### src/sv/rapst_pkg.sv
// Shared types and constants of the range-assign prefix-search tree.
// Holds the command and status structs between controller and datapath.
// No dependencies.
`default_nettype none

package rapst_pkg;

	localparam int CNT_W = 11;
	localparam int VAL_W = 32;
	localparam logic [CNT_W-1:0] CNT_RESET = 11'd1024;

	localparam logic CMD_ASSIGN = 1'b0;
	localparam logic CMD_QUERY  = 1'b1;

	// Node address sources for the node memory.
	typedef enum logic [1:0] {
		NS_CUR   = 2'd0,
		NS_LEFT  = 2'd1,
		NS_RIGHT = 2'd2,
		NS_ROOT  = 2'd3
	} node_sel_t;

	// Write data sources for the node memory.
	typedef enum logic [1:0] {
		WD_FILL   = 2'd0,
		WD_UNFLAG = 2'd1,
		WD_COMB   = 2'd2,
		WD_ZERO   = 2'd3
	} wd_sel_t;

	// Span length fed to the multiplier.
	typedef enum logic [1:0] {
		LEN_FULL  = 2'd0,
		LEN_LEFT  = 2'd1,
		LEN_RIGHT = 2'd2
	} len_sel_t;

	// Moves of the current node pointer.
	typedef enum logic [2:0] {
		MV_NONE      = 3'd0,
		MV_LEFT      = 3'd1,
		MV_TOP_RIGHT = 3'd2,
		MV_POP       = 3'd3,
		MV_QSTEP     = 3'd4
	} move_t;

	typedef struct packed {
		logic      load_in;
		logic      clr_step;
		logic      rd_en;
		node_sel_t rd_sel;
		logic      wr_en;
		node_sel_t wr_sel;
		wd_sel_t   wd_sel;
		logic      mul_en;
		logic      use_pend;
		len_sel_t  len_sel;
		logic      latch_pend;
		logic      latch_left;
		logic      push;
		move_t     move;
		logic      mark_none;
		logic      out_load;
	} dp_cmd_t;

	typedef struct packed {
		logic in_empty;
		logic disjoint;
		logic covered;
		logic leaf;
		logic flag;
		logic rd_le;
		logic top_phase;
		logic stack_empty;
		logic clr_last;
	} dp_stat_t;

endpackage

`default_nettype wire

### src/sv/rapst_ctrl.sv
// Controller of the range-assign prefix-search tree: one-hot sequencer
// that walks the tree and owns the input and output handshakes.
// Depends on rapst_pkg.
`default_nettype none

module rapst_ctrl import rapst_pkg::*; (
	input  wire logic     clk,
	input  wire logic     arst_n,
	input  wire logic     in_valid,
	input  wire logic     command,
	input  wire logic     out_ready,
	input  wire dp_stat_t st,
	output logic          in_ready,
	output logic          out_valid,
	output dp_cmd_t       cmd
);

	typedef enum logic [20:0] {
		S_CLEAR  = 21'h000001,
		S_IDLE   = 21'h000002,
		S_A_ENTER= 21'h000004,
		S_A_MUL  = 21'h000008,
		S_A_FILL = 21'h000010,
		S_PD_CHK = 21'h000020,
		S_PD_ML  = 21'h000040,
		S_PD_WL  = 21'h000080,
		S_PD_MR  = 21'h000100,
		S_PD_WR  = 21'h000200,
		S_PD_CLR = 21'h000400,
		S_A_DOWN = 21'h000800,
		S_A_RET  = 21'h001000,
		S_A_UP1  = 21'h002000,
		S_A_UP2  = 21'h004000,
		S_A_UPW  = 21'h008000,
		S_Q_ROOT = 21'h010000,
		S_Q_LOOP = 21'h020000,
		S_Q_RDL  = 21'h040000,
		S_Q_DEC  = 21'h080000,
		S_OUT    = 21'h100000
	} state_t;

	state_t state_q, nxt;
	logic   query_q;
	logic   out_valid_q;

	assign out_valid = out_valid_q;

	always_comb begin
		cmd      = '0;
		nxt      = state_q;
		in_ready = 1'b0;
		case (state_q)
			S_CLEAR: begin
				cmd.wr_en    = 1'b1;
				cmd.wd_sel   = WD_ZERO;
				cmd.clr_step = 1'b1;
				if (st.clr_last) nxt = S_IDLE;
			end
			S_IDLE: begin
				in_ready = 1'b1;
				if (in_valid) begin
					cmd.load_in = 1'b1;
					if (command == CMD_QUERY) begin
						cmd.rd_en  = 1'b1;
						cmd.rd_sel = NS_ROOT;
						nxt        = S_Q_ROOT;
					end else if (!st.in_empty) begin
						nxt = S_A_ENTER;
					end
				end
			end
			S_A_ENTER: begin
				if (st.disjoint) begin
					nxt = S_A_RET;
				end else if (st.covered) begin
					nxt = S_A_MUL;
				end else begin
					cmd.rd_en  = 1'b1;
					cmd.rd_sel = NS_CUR;
					nxt        = S_PD_CHK;
				end
			end
			S_A_MUL: begin
				cmd.mul_en  = 1'b1;
				cmd.len_sel = LEN_FULL;
				nxt         = S_A_FILL;
			end
			S_A_FILL: begin
				cmd.wr_en  = 1'b1;
				cmd.wr_sel = NS_CUR;
				cmd.wd_sel = WD_FILL;
				nxt        = S_A_RET;
			end
			S_PD_CHK: begin
				if (st.flag) begin
					cmd.latch_pend = 1'b1;
					nxt            = S_PD_ML;
				end else begin
					nxt = query_q ? S_Q_RDL : S_A_DOWN;
				end
			end
			S_PD_ML: begin
				cmd.mul_en   = 1'b1;
				cmd.use_pend = 1'b1;
				cmd.len_sel  = LEN_LEFT;
				nxt          = S_PD_WL;
			end
			S_PD_WL: begin
				cmd.wr_en    = 1'b1;
				cmd.wr_sel   = NS_LEFT;
				cmd.wd_sel   = WD_FILL;
				cmd.use_pend = 1'b1;
				nxt          = S_PD_MR;
			end
			S_PD_MR: begin
				cmd.mul_en   = 1'b1;
				cmd.use_pend = 1'b1;
				cmd.len_sel  = LEN_RIGHT;
				nxt          = S_PD_WR;
			end
			S_PD_WR: begin
				cmd.wr_en    = 1'b1;
				cmd.wr_sel   = NS_RIGHT;
				cmd.wd_sel   = WD_FILL;
				cmd.use_pend = 1'b1;
				nxt          = S_PD_CLR;
			end
			S_PD_CLR: begin
				cmd.wr_en  = 1'b1;
				cmd.wr_sel = NS_CUR;
				cmd.wd_sel = WD_UNFLAG;
				nxt        = query_q ? S_Q_RDL : S_A_DOWN;
			end
			S_A_DOWN: begin
				cmd.push = 1'b1;
				cmd.move = MV_LEFT;
				nxt      = S_A_ENTER;
			end
			S_A_RET: begin
				if (st.stack_empty) begin
					nxt = S_IDLE;
				end else if (!st.top_phase) begin
					cmd.move = MV_TOP_RIGHT;
					nxt      = S_A_ENTER;
				end else begin
					cmd.move = MV_POP;
					nxt      = S_A_UP1;
				end
			end
			S_A_UP1: begin
				cmd.rd_en  = 1'b1;
				cmd.rd_sel = NS_LEFT;
				nxt        = S_A_UP2;
			end
			S_A_UP2: begin
				cmd.rd_en      = 1'b1;
				cmd.rd_sel     = NS_RIGHT;
				cmd.latch_left = 1'b1;
				nxt            = S_A_UPW;
			end
			S_A_UPW: begin
				cmd.wr_en  = 1'b1;
				cmd.wr_sel = NS_CUR;
				cmd.wd_sel = WD_COMB;
				nxt        = S_A_RET;
			end
			S_Q_ROOT: begin
				if (st.rd_le) begin
					cmd.mark_none = 1'b1;
					nxt           = S_OUT;
				end else begin
					nxt = S_Q_LOOP;
				end
			end
			S_Q_LOOP: begin
				if (st.leaf) begin
					nxt = S_OUT;
				end else begin
					cmd.rd_en  = 1'b1;
					cmd.rd_sel = NS_CUR;
					nxt        = S_PD_CHK;
				end
			end
			S_Q_RDL: begin
				cmd.rd_en  = 1'b1;
				cmd.rd_sel = NS_LEFT;
				nxt        = S_Q_DEC;
			end
			S_Q_DEC: begin
				cmd.move = MV_QSTEP;
				nxt      = S_Q_LOOP;
			end
			S_OUT: begin
				if (!out_valid_q || out_ready) begin
					cmd.out_load = 1'b1;
					nxt          = S_IDLE;
				end
			end
			default: nxt = S_CLEAR;
		endcase
	end

	always_ff @(posedge clk or negedge arst_n) begin
		if (!arst_n) begin
			state_q     <= S_CLEAR;
			query_q     <= 1'b0;
			out_valid_q <= 1'b0;
		end else begin
			state_q <= nxt;
			if (cmd.load_in) query_q <= (command == CMD_QUERY);
			if (cmd.out_load) begin
				out_valid_q <= 1'b1;
			end else if (out_ready) begin
				out_valid_q <= 1'b0;
			end
		end
	end

endmodule

`default_nettype wire

### config.mk
export PLATFORM = sky130hd
export DESIGN_NAME = rapst_ctrl
export DESIGN_NICKNAME = d
export VERILOG_FILES = /design/src/sv/rapst_pkg.sv /design/src/sv/rapst_ctrl.sv
export SDC_FILE = /design/constraint.sdc
export NUM_CORES = 1
export LEC_CHECK = 0
export CAP_MARGIN = 20
export CORE_MARGIN = 3
export CORE_UTILIZATION = 65
export CTS_CLUSTER_SIZE = 8
export DETAILED_ROUTE_END_ITERATION = 7
export DONT_BUFFER_PORTS = 1
export PLACE_DENSITY = 0.86
export SYNTH_ARGS = -nofsm -noshare
export SYNTH_HDL_FRONTEND = slang
export SYNTH_SLANG_ARGS = --single-unit
### constraint.sdc
create_clock -name clk -period 6.2 [get_ports clk]
set_input_delay 1.55 -clock clk [delete_from_list [all_inputs] [get_ports clk]]
set_output_delay 1.55 -clock clk [all_outputs]
set_load 0.02 [all_outputs]
==> qor.txt, run 1 <==
Setup crit end kind -> output pin
Worst EP arrival -> 2950 ps
DRT Wirelength -> 3.677 mm
Vias/cell -> 7.036
fin nets -> 183
Post-synth top cells -> dfrtp_1, nor2_1, inv_1
first-pass detailed-route iteration total -> 4
CP Data Required Time -> 4650 ps
Post-CTS Setup Inserts -> 0
Mapped Cells -> 167
Final GP Congestion -> 0.8761
maxcap violations -> 0
top cell type's share of synthesized area -> 38.10%
DRT iter0 DRCs -> 63
vias -> 1,372
final-report hold violation count -> 0
synthesized flop and latch total -> 23
minimum period implied by the final worst setup slack -> 4500 ps
global-route wire length before repair -> 5.651 mm
PortBufs -> 0
initial antenna violation count -> 0
final core utilization -> 73.10%
initial core utilization -> 70.77%
Max Slew Vio Count -> 0
CTS tree -> done
Ports -> 38
worst rel slew slack -> 25.68%
Post-synth EDFFs -> 0
share of layout cells above drive strength 1 -> 7.143%
most common cell in the netlist -> dfrtp_1
Max Clk Rate -> 222.2 MHz
routed len/inst -> 18.86 um
Post-DP HPWL -> 2.830 mm
Fin Setup TNS -> 0 ps
clk sinks -> 23
clock root buffer -> clkbuf_4
# setup viols final -> 0
RSZ-0062 raised after global routing -> no
DR DRC count -> 0
Synth Cell Area -> 1445 um2
CORE AREA -> 2042 um2
Pleak -> 0.7491 nW
fin crit share -> 72.57%
CTS Buffer Depth -> 2
skew final -> 3.948 ps
Std-Cell Rows -> 16
# diodes -> 0
clock slew at the register clock pins of the worst setup and hold paths -> 130 ps
vias in the first global route -> 1,188
Final ANT Viol Nets -> 0
leading area contributor after synthesis -> dfrtp_1
total power -> 0.4429 mW
actual slew at the worst max-slew pin -> 1099 ps
Die Wd -> 53.15 um
die height -> 53.15 um
post-synth cell types -> 39
sequential-to-total area share from yosys stat -> 39.91%
Die ar. -> 2825 um2
Async SR Flop Fraction -> 100.0%
Main synth FF type -> dfrtp_1
top cells by area, synth -> dfrtp_1, nor4b_1, nor2_1, and3_1, nand4_1
largest net degree at the start of global routing -> 24
VDD IR-drop max -> 190.8 uV
Syn Nets -> 181
cts hold-fix bufs -> 0
grt ovf -> 0
area grow syn2layout -> 3.290%
Post-Syn Area per Cell -> 8.654 um2
status -> complete, no violations
Total GRT Usage -> 28.24%
post_cts resized -> 0
Hold Crit Class -> flop to flop
P per Cell Area -> 296.7 nW/um2
CP Class -> flop to output pin
critical path fanouts, max -> 6
CTS buffer count -> 3
Ys Warns -> 0
clk_lat worst skew -> 310 ps
H-tree depth -> 1
Worst Setup Start Kind -> flop
## where the power goes
part / switching [mW] / total [mW] / internal, mW
registers: 0.0191 / 0.185 / 0.166
clock network: 0.0459 / 0.0711 / 0.0252
logic: 0.131 / 0.187 / 0.0562
total: 0.196 / 0.443 / 0.247
## registers in the layout, summed over array words and instances (netlist names)
register	cells
out_valid	1
query_q	1
state_q	21
## layer usage
metal | routed length (um) | GRT usage (%)
met5 | 0 | 0
met4 | 32 | 7.660
met3 | 412 | 5.915
met2 | 1683 | 42.15
met1 | 1548 | 41.14
## per-stage QoR
step / hold WS (ps) / cell area (um2) / worst slack (ps) / std cells
floorplan: 401.9 / 1445 / 2272 / 167
global placement: 417.9 / 1466 / 2141 / 191
detailed placement: 426.6 / 1466 / 2093 / 191
CTS: 443.9 / 1493 / 1724 / 195
global route: 476.7 / 1493 / 1623 / 195
finish: 439.5 / 1493 / 1700 / 195
## path summary, 6_finish.rpt
path | startpoint | to | slack, ps | depth (start not counted)
max in group asynchronous | arst_n | state_q[0] | 5120 | 0
min in group asynchronous | arst_n | state_q[3] | 910 | 0
worst max-delay path | state_q[4] | cmd[4] | 1700 | 4
worst min-delay path | query_q | state_q[11] | 440 | 1
worst max register to register | state_q[4] | state_q[17] | 3270 | 5
worst min register to register | query_q | state_q[11] | 440 | 1
## cell usage in the layout, fill, tap and decap left out, types with 2 or more instances in the layout
cell      count
dfrtp_1      22
nor2_1       19
inv_1        13
and3_1       10
nor3_1        9
nor4b_1       9
nand3_1       9
nand4_1       9
or3_1         6
or4_1         5
nand2_1       5
nor4_1        4
o21ai_0       4
and2_1        3
nor2b_1       3
nand2b_1      3
xnor2_1       3
clkbuf_4      3
or4_4         2
or2_2         2
or3b_2        2
nand4b_1      2
xor2_1        2
o22ai_1       2
o211ai_1      2
a31oi_1       2
## critical path, stage by stage, from the launching register on
cell and delay [ps]:
dfrtp_1 460, or4_1 640, nor4_2 410, nand2_1 170, nor4b_1 960
## area by class of cell
cell class / instances / area [um2]
multi-input cells: 128 / 807.0
flip-flops and latches: 23 / 576.8
well taps: 27 / 33.78
fillers: 156 / 549.3
inverters: 13 / 48.80
clock buffers: 4 / 26.28
## logic make-up (layout without fill, tap and decap cells)
logic type / Yosys count / in the layout / synth area share [%]
DFF: 23 / 23 / 39.91
xor gates and xnor gates: 5 / 5 / 3.031
buffers and inverters: 16 / 17 / 4.243
AOI/OAI and AO/OA: 18 / 18 / 8.918
and+or+nand+nor: 105 / 105 / 43.90
Note: power is estimated with default switching activity, not from simulation.
==> inputs of run 2 (changes only) <==
Settings changed: CORE_UTILIZATION 65 to 56, PLACE_DENSITY 0.86 to 0.79.
Clock period 6.2 ns to 3.65 ns, I/O delays scaled along.
==> qor.txt, run 2 (same netlist as run 1, synthesis figures left out) <==
status -> complete, no violations
Pleak -> 0.7969 nW (+6.4%)
Die ar. -> 3226 um2 (+14%)
NetSw -> 0.3390 mW (+73%)
cell count after placement -> 200 (+4.7%)
global-route wire length before repair -> 6.465 mm (+14%)
vias in the first global route -> 1,337 (+13%)
commonest non-fill, non-tap cell in the layout -> dfrtp_1
Post-DP HPWL -> 3.011 mm (+6.4%)
Ports -> 38 (unchanged)
Vias/cell -> 6.779 (-3.6%)
Final Non-Filler Cells -> 204 (+4.6%)
clock slew at the register clock pins of the worst setup and hold paths -> 130 ps (about the same)
H-tree depth -> 1 (unchanged)
Setup crit end kind -> output pin
fin nets -> 191 (+4.4%)
clock root buffer -> clkbuf_4
final instance area -> 1583 um2 (+6.0%)
RSZ-0062 raised after global routing -> no
actual slew at the worst max-slew pin -> 621.3 ps (-478.0 ps)
minimum period implied by the final worst setup slack -> 3536 ps
vias -> 1,383 (+0.80%)
clock power share -> 15.2% (-0.8 points)
critical path fanouts, max -> 7 (+1)
combinational power share -> 44.5% (+2.3 points)
Max Clk Rate -> 282.8 MHz
PortBufs -> 0 (unchanged)
total power -> 0.7811 mW (+76%)
CP Class -> flop to output pin
Std-Cell Rows -> 17 (+1)
most frequent cells in the layout -> dfrtp_1, nor2_1, inv_1
Biggest register -> state_q
share of power burned in registers -> 40.3% (-1.4 points)
switch share -> 43.41% (-0.78 points)
P per Cell Area -> 493.5 nW/um2 (+66%)
DP Area -> 1528 um2 (+4.2%)
worst rel slew slack -> 58.00% (+32 points)
max reg flops -> 21 (unchanged)
Die Wd -> 56.80 um (+6.9%)
Fin Setup TNS -> 0 ps (unchanged)
CTS tree -> done
Reg2Reg Depth -> 5 (unchanged)
Hold Crit Class -> input port to async pin
Min Hold Slack -> 275.3 ps (-164.1 ps)
DRT iter0 DRCs -> 114 (+81%)
final core utilization -> 68.27% (-4.8 points)
clk_lat worst skew -> 310 ps (about the same)
Final ANT Viol Nets -> 0 (unchanged)
area grow syn2layout -> 9.524%
Worst EP arrival -> 2620 ps (-330 ps)
VDD IR-drop max -> 301.6 uV (+58%)
Setup WS pre-CTS -> 352.9 ps (-1740 ps)
initial core utilization -> 62.33% (-8.4 points)
grt ovf -> 0 (unchanged)
Total GRT Usage -> 25.34% (-2.9 points)
CP Data Required Time -> 2740 ps (-1910 ps)
DR DRC count -> 0 (unchanged)
die height -> 56.80 um (+6.9%)
skew final -> 6.079 ps (+2.131 ps)
CTS Buffer Depth -> 2 (unchanged)
clk sinks -> 23 (unchanged)
reg2reg start -> state_q[13]
Final GP Congestion -> 0.9116 (+4.1%)
CORE AREA -> 2318 um2 (+14%)
share of layout cells above drive strength 1 -> 13.07% (+5.9 points)
# setup viols final -> 0 (unchanged)
fin crit share -> 96.88%
final setup margin -> 113.7 ps (-1587 ps)
end of the worst register-to-register path -> state_q[11]
largest net degree at the start of global routing -> 24 (unchanged)
routed len/inst -> 18.93 um (+0.40%)
first-pass detailed-route iteration total -> 4 (unchanged)
final-report hold violation count -> 0 (unchanged)
DRT Wirelength -> 3.862 mm (+5.0%)
# diodes -> 0 (unchanged)
initial antenna violation count -> 0 (unchanged)
Worst Setup Start Kind -> flop
reg2reg setup slack -> 1140 ps (-2130 ps)
Max Slew Vio Count -> 0 (unchanged)
maxcap violations -> 0 (unchanged)
CTS buffer count -> 3 (unchanged)
Internal -> 0.4421 mW (+79%)
## run 2: cell types whose count changed in the layout (fill, tap and decap cells not counted)
| cell | change |
|---|---|
| buf_4 | +8 |
| nor2_1 | -1 |
| nor2_4 | +1 |
| nor3_1 | -1 |
| nor3_2 | +1 |
| nor4_2 | -1 |
| nor4_4 | +1 |
| o32ai_1 | -1 |
| o32ai_2 | +1 |
## run 2: area by class of cell
| type | count | area (um2) |
|---|---|---|
| Clock buffer | 4 | 26.28 |
| Timing Repair Buffer | 8 | 60.06 |
| Fill cell | 210 | 735.7 |
| Sequential cell | 23 | 576.8 |
| Tap cell | 28 | 35.03 |
| Inverter | 13 | 48.80 |
| Multi-Input combinational cell | 128 | 835.8 |
## run 2: worst max path at each step
| stage | from | to | slack, ps | cells past startpoint |
|---|---|---|---|---|
| CTS | state_q[4] | cmd[19] | 70 | 5 |
| global placement | state_q[13] | cmd[7] | 370 | 4 |
| global route | state_q[1] | cmd[2] | 10 | 5 |
| floorplan | state_q[13] | cmd[11] | 360 | 5 |
| detailed placement | state_q[13] | cmd[7] | 350 | 4 |
| finish | state_q[4] | cmd[19] | 110 | 5 |
## run 2: what timing repair did
item | CTS | global route
endpoints found under the setup margin | 1 | 3
hold buffers | 0 | 0
gates resized for setup | 1 | 4
pin swaps | 0 | 0
setup buffers | 0 | 0
## run 2: per-layer routing
layer / up-vias / share of wire [%] / wire length, um / GRT usage (%)
met4: 0 / 1.4 / 54 / 4.967
met1: 665 / 44 / 1692 / 35.56
met5: - / 0 / 0 / 0
met2: 69 / 47 / 1815 / 40.92
li1: 643 / - / - / -
met3: 6 / 7.8 / 300 / 4.828
## run 2: power groups by stage
stage / clock, mW / combinational [mW] / sequential [mW]
6_report: 0.119 / 0.347 / 0.315
5_1_grt: 0.133 / 0.378 / 0.318
4_1_cts: 0.121 / 0.332 / 0.313
3_5_place_dp: 0 / 0.330 / 0.318
3_3_place_gp: 0 / 0.325 / 0.316
2_1_floorplan: 0 / 0.257 / 0.309
## run 2: worst max-delay path: stages, from the launching register on
cell,delay (ps)
dfrtp_1,460
or4_1,680
nor2_1,440
and3_1,280
nand3_1,180
nand4b_1,280
==> inputs of run 3 (changes only) <==
Settings changed: CTS_BUF_LIST from default to sky130_fd_sc_hd__clkbuf_16.
==> qor.txt, run 3 (same netlist as run 1, synthesis figures left out) <==
CTS tree -> done
DRT iter0 DRCs -> 119 (+4.4%)
Setup crit end kind -> output pin
CP peak stage delay -> 590 ps (-90 ps)
initial core utilization -> 62.33% (unchanged)
Final Non-Filler Cells -> 204 (unchanged)
first-pass detailed-route iteration total -> 4 (unchanged)
Die Wd -> 56.80 um (unchanged)
worst setup path end -> cmd[10]
vias in the first global route -> 1,364 (+2.0%)
Total GRT Usage -> 26.25% (+0.91 points)
reg2reg start -> state_q[8]
# diodes -> 0 (unchanged)
clk sinks -> 23 (unchanged)
most frequent cells in the layout -> dfrtp_1, nor2_1, inv_1
DRT Wirelength -> 3.910 mm (+1.2%)
Pleak -> 0.8182 nW (+2.7%)
final setup margin -> 133.9 ps (+20.25 ps)
Crit. path cell count -> 5 (unchanged)
post_cts resized -> 0 (-1)
max reg flops -> 21 (unchanged)
Min Hold Slack -> 347.1 ps (+71.73 ps)
fin crit share -> 96.33% (-0.55 points)
RSZ-0062 raised after global routing -> no
CP Data Required Time -> 2740 ps (about the same)
Hold Crit Class -> input port to async pin
Max Slew Vio Count -> 0 (unchanged)
Buffers & Inverters on Critical Path -> 0 (unchanged)
Ports -> 38 (unchanged)
vias -> 1,378 (-0.36%)
initial antenna violation count -> 0 (unchanged)
CORE AREA -> 2318 um2 (unchanged)
flip-flop and latch area -> 576.8 um2 (unchanged)
Fin Setup TNS -> 0 ps (unchanged)
CP delay by family, top -> simple AND/OR/NAND/NOR gates
Die ar. -> 3226 um2 (unchanged)
largest net degree at the start of global routing -> 24 (unchanged)
final core utilization -> 69.78% (+1.5 points)
Vias/cell -> 6.755 (-0.36%)
minimum period implied by the final worst setup slack -> 3516 ps (-20.25 ps)
cts hold-fix bufs -> 0 (unchanged)
area grow syn2layout -> 11.95%
commonest non-fill, non-tap cell in the layout -> dfrtp_1
cell count after placement -> 200 (unchanged)
routed len/inst -> 19.17 um (+1.2%)
Final GP Congestion -> 0.9116 (unchanged)
H-tree depth -> 1 (unchanged)
Post-CTS Setup Inserts -> 0 (unchanged)
worst rel slew slack -> 61.99% (+4.0 points)
crit path from -> state_q[13]
CTS buffer count -> 3 (unchanged)
CP Class -> flop to output pin
CTS Buffer Depth -> 2 (unchanged)
Crit-path slowest cell -> or4_4
grt ovf -> 0 (unchanged)
global-route wire length before repair -> 6.561 mm (+1.5%)
# setup viols final -> 0 (unchanged)
Multi-input gate area -> 818.3 um2 (-2.1%)
Reg2Reg Depth -> 6 (+1)
status -> complete, no violations
fin nets -> 191 (unchanged)
final-report hold violation count -> 0 (unchanged)
end of the worst register-to-register path -> query_q
# fillers -> 197 (-6.2%)
P per Cell Area -> 550.4 nW/um2 (+12%)
Worst EP arrival -> 2600 ps (-20 ps)
actual slew at the worst max-slew pin -> 562.3 ps (-59.03 ps)
critical-path cell list -> or4_4 -> or3_1 -> nor3_1 -> and3_1 -> or4_1
share of layout cells above drive strength 1 -> 11.93% (-1.1 points)
Post-DP HPWL -> 3.011 mm (unchanged)
critical path fanouts, max -> 8 (+1)
VDD IR-drop max -> 377.0 uV (+25%)
Final ANT Viol Nets -> 0 (unchanged)
clock root buffer -> clkbuf_16
Worst Setup Start Kind -> flop
Biggest register -> state_q
Max Clk Rate -> 284.4 MHz (+0.58%)
die height -> 56.80 um (unchanged)
clk_lat worst skew -> 260 ps (-50 ps)
clock slew at the register clock pins of the worst setup and hold paths -> 60 ps (-70 ps)
DR DRC count -> 0 (unchanged)
skew final -> 2.295 ps (-3.784 ps)
maxcap violations -> 0 (unchanged)
Std-Cell Rows -> 17 (unchanged)
PortBufs -> 0 (unchanged)
Setup WS pre-CTS -> 352.9 ps (unchanged)
reg2reg setup slack -> 1160 ps (+20 ps)
==> run 3: cell types whose count changed in the layout (fill, tap and decap cells not counted) <==
cell       change
nor2_2         +1
nor3_1         +1
clkbuf_4       -3
o32ai_1        +1
nor3_2         -1
o32ai_2        -1
clkbuf_1       -1
nor2_4         -1
inv_1          +1
clkbuf_16      +3
==> run 3: metal layers <==
| layer | vias to the layer above | global-route usage, % | share of wire [%] |
|---|---|---|---|
| met3 | 11 | 6.207 | 8.6 |
| met5 | - | 0 | 0 |
| li1 | 652 | - | - |
| met2 | 69 | 40.10 | 47 |
| met1 | 646 | 35.85 | 43 |
| met4 | 0 | 10.26 | 2.0 |
==> run 3: layout make-up <==
| type | count | share of cell area [%] |
|---|---|---|
| well taps | 28 | 2.166 |
| flip-flops and latches | 23 | 35.65 |
| multi-input cells | 128 | 50.58 |
| clock buffers | 3 | 4.640 |
| inverters | 13 | 3.016 |
| clock inverters | 1 | 0.2320 |
| repair buffers | 8 | 3.712 |
==> run 3: report_power, final <==
group          internal [mW]  leakage (nW)  switching (mW)  total, mW
logic                  0.117         0.462           0.226      0.342
registers              0.282         0.314          0.0324      0.315
clock network          0.146        0.0423          0.0872      0.233
==> run 3: how the worst min path moves through the flow <==
| stage | slack (ps) | from | cells after the start | end |
|---|---|---|---|---|
| after detailed placement | 420 | query_q | 1 | state_q[11] |
| after global placement | 410 | query_q | 1 | state_q[11] |
| after CTS | 350 | arst_n | 0 | state_q[8] |
| after floorplan | 400 | query_q | 1 | state_q[11] |
| final | 350 | arst_n | 0 | state_q[8] |
| after global routing | 340 | arst_n | 0 | state_q[2] |
==> run 3: stage by stage <==
step	instance area, um2	power [mW]
6_report	1618	0.8904
5_1_grt	1618	0.9453
4_1_cts	1607	0.8834
3_5_place_dp	1528	0.6479
3_3_place_gp	1528	0.6403
2_1_floorplan	1445	0.5651
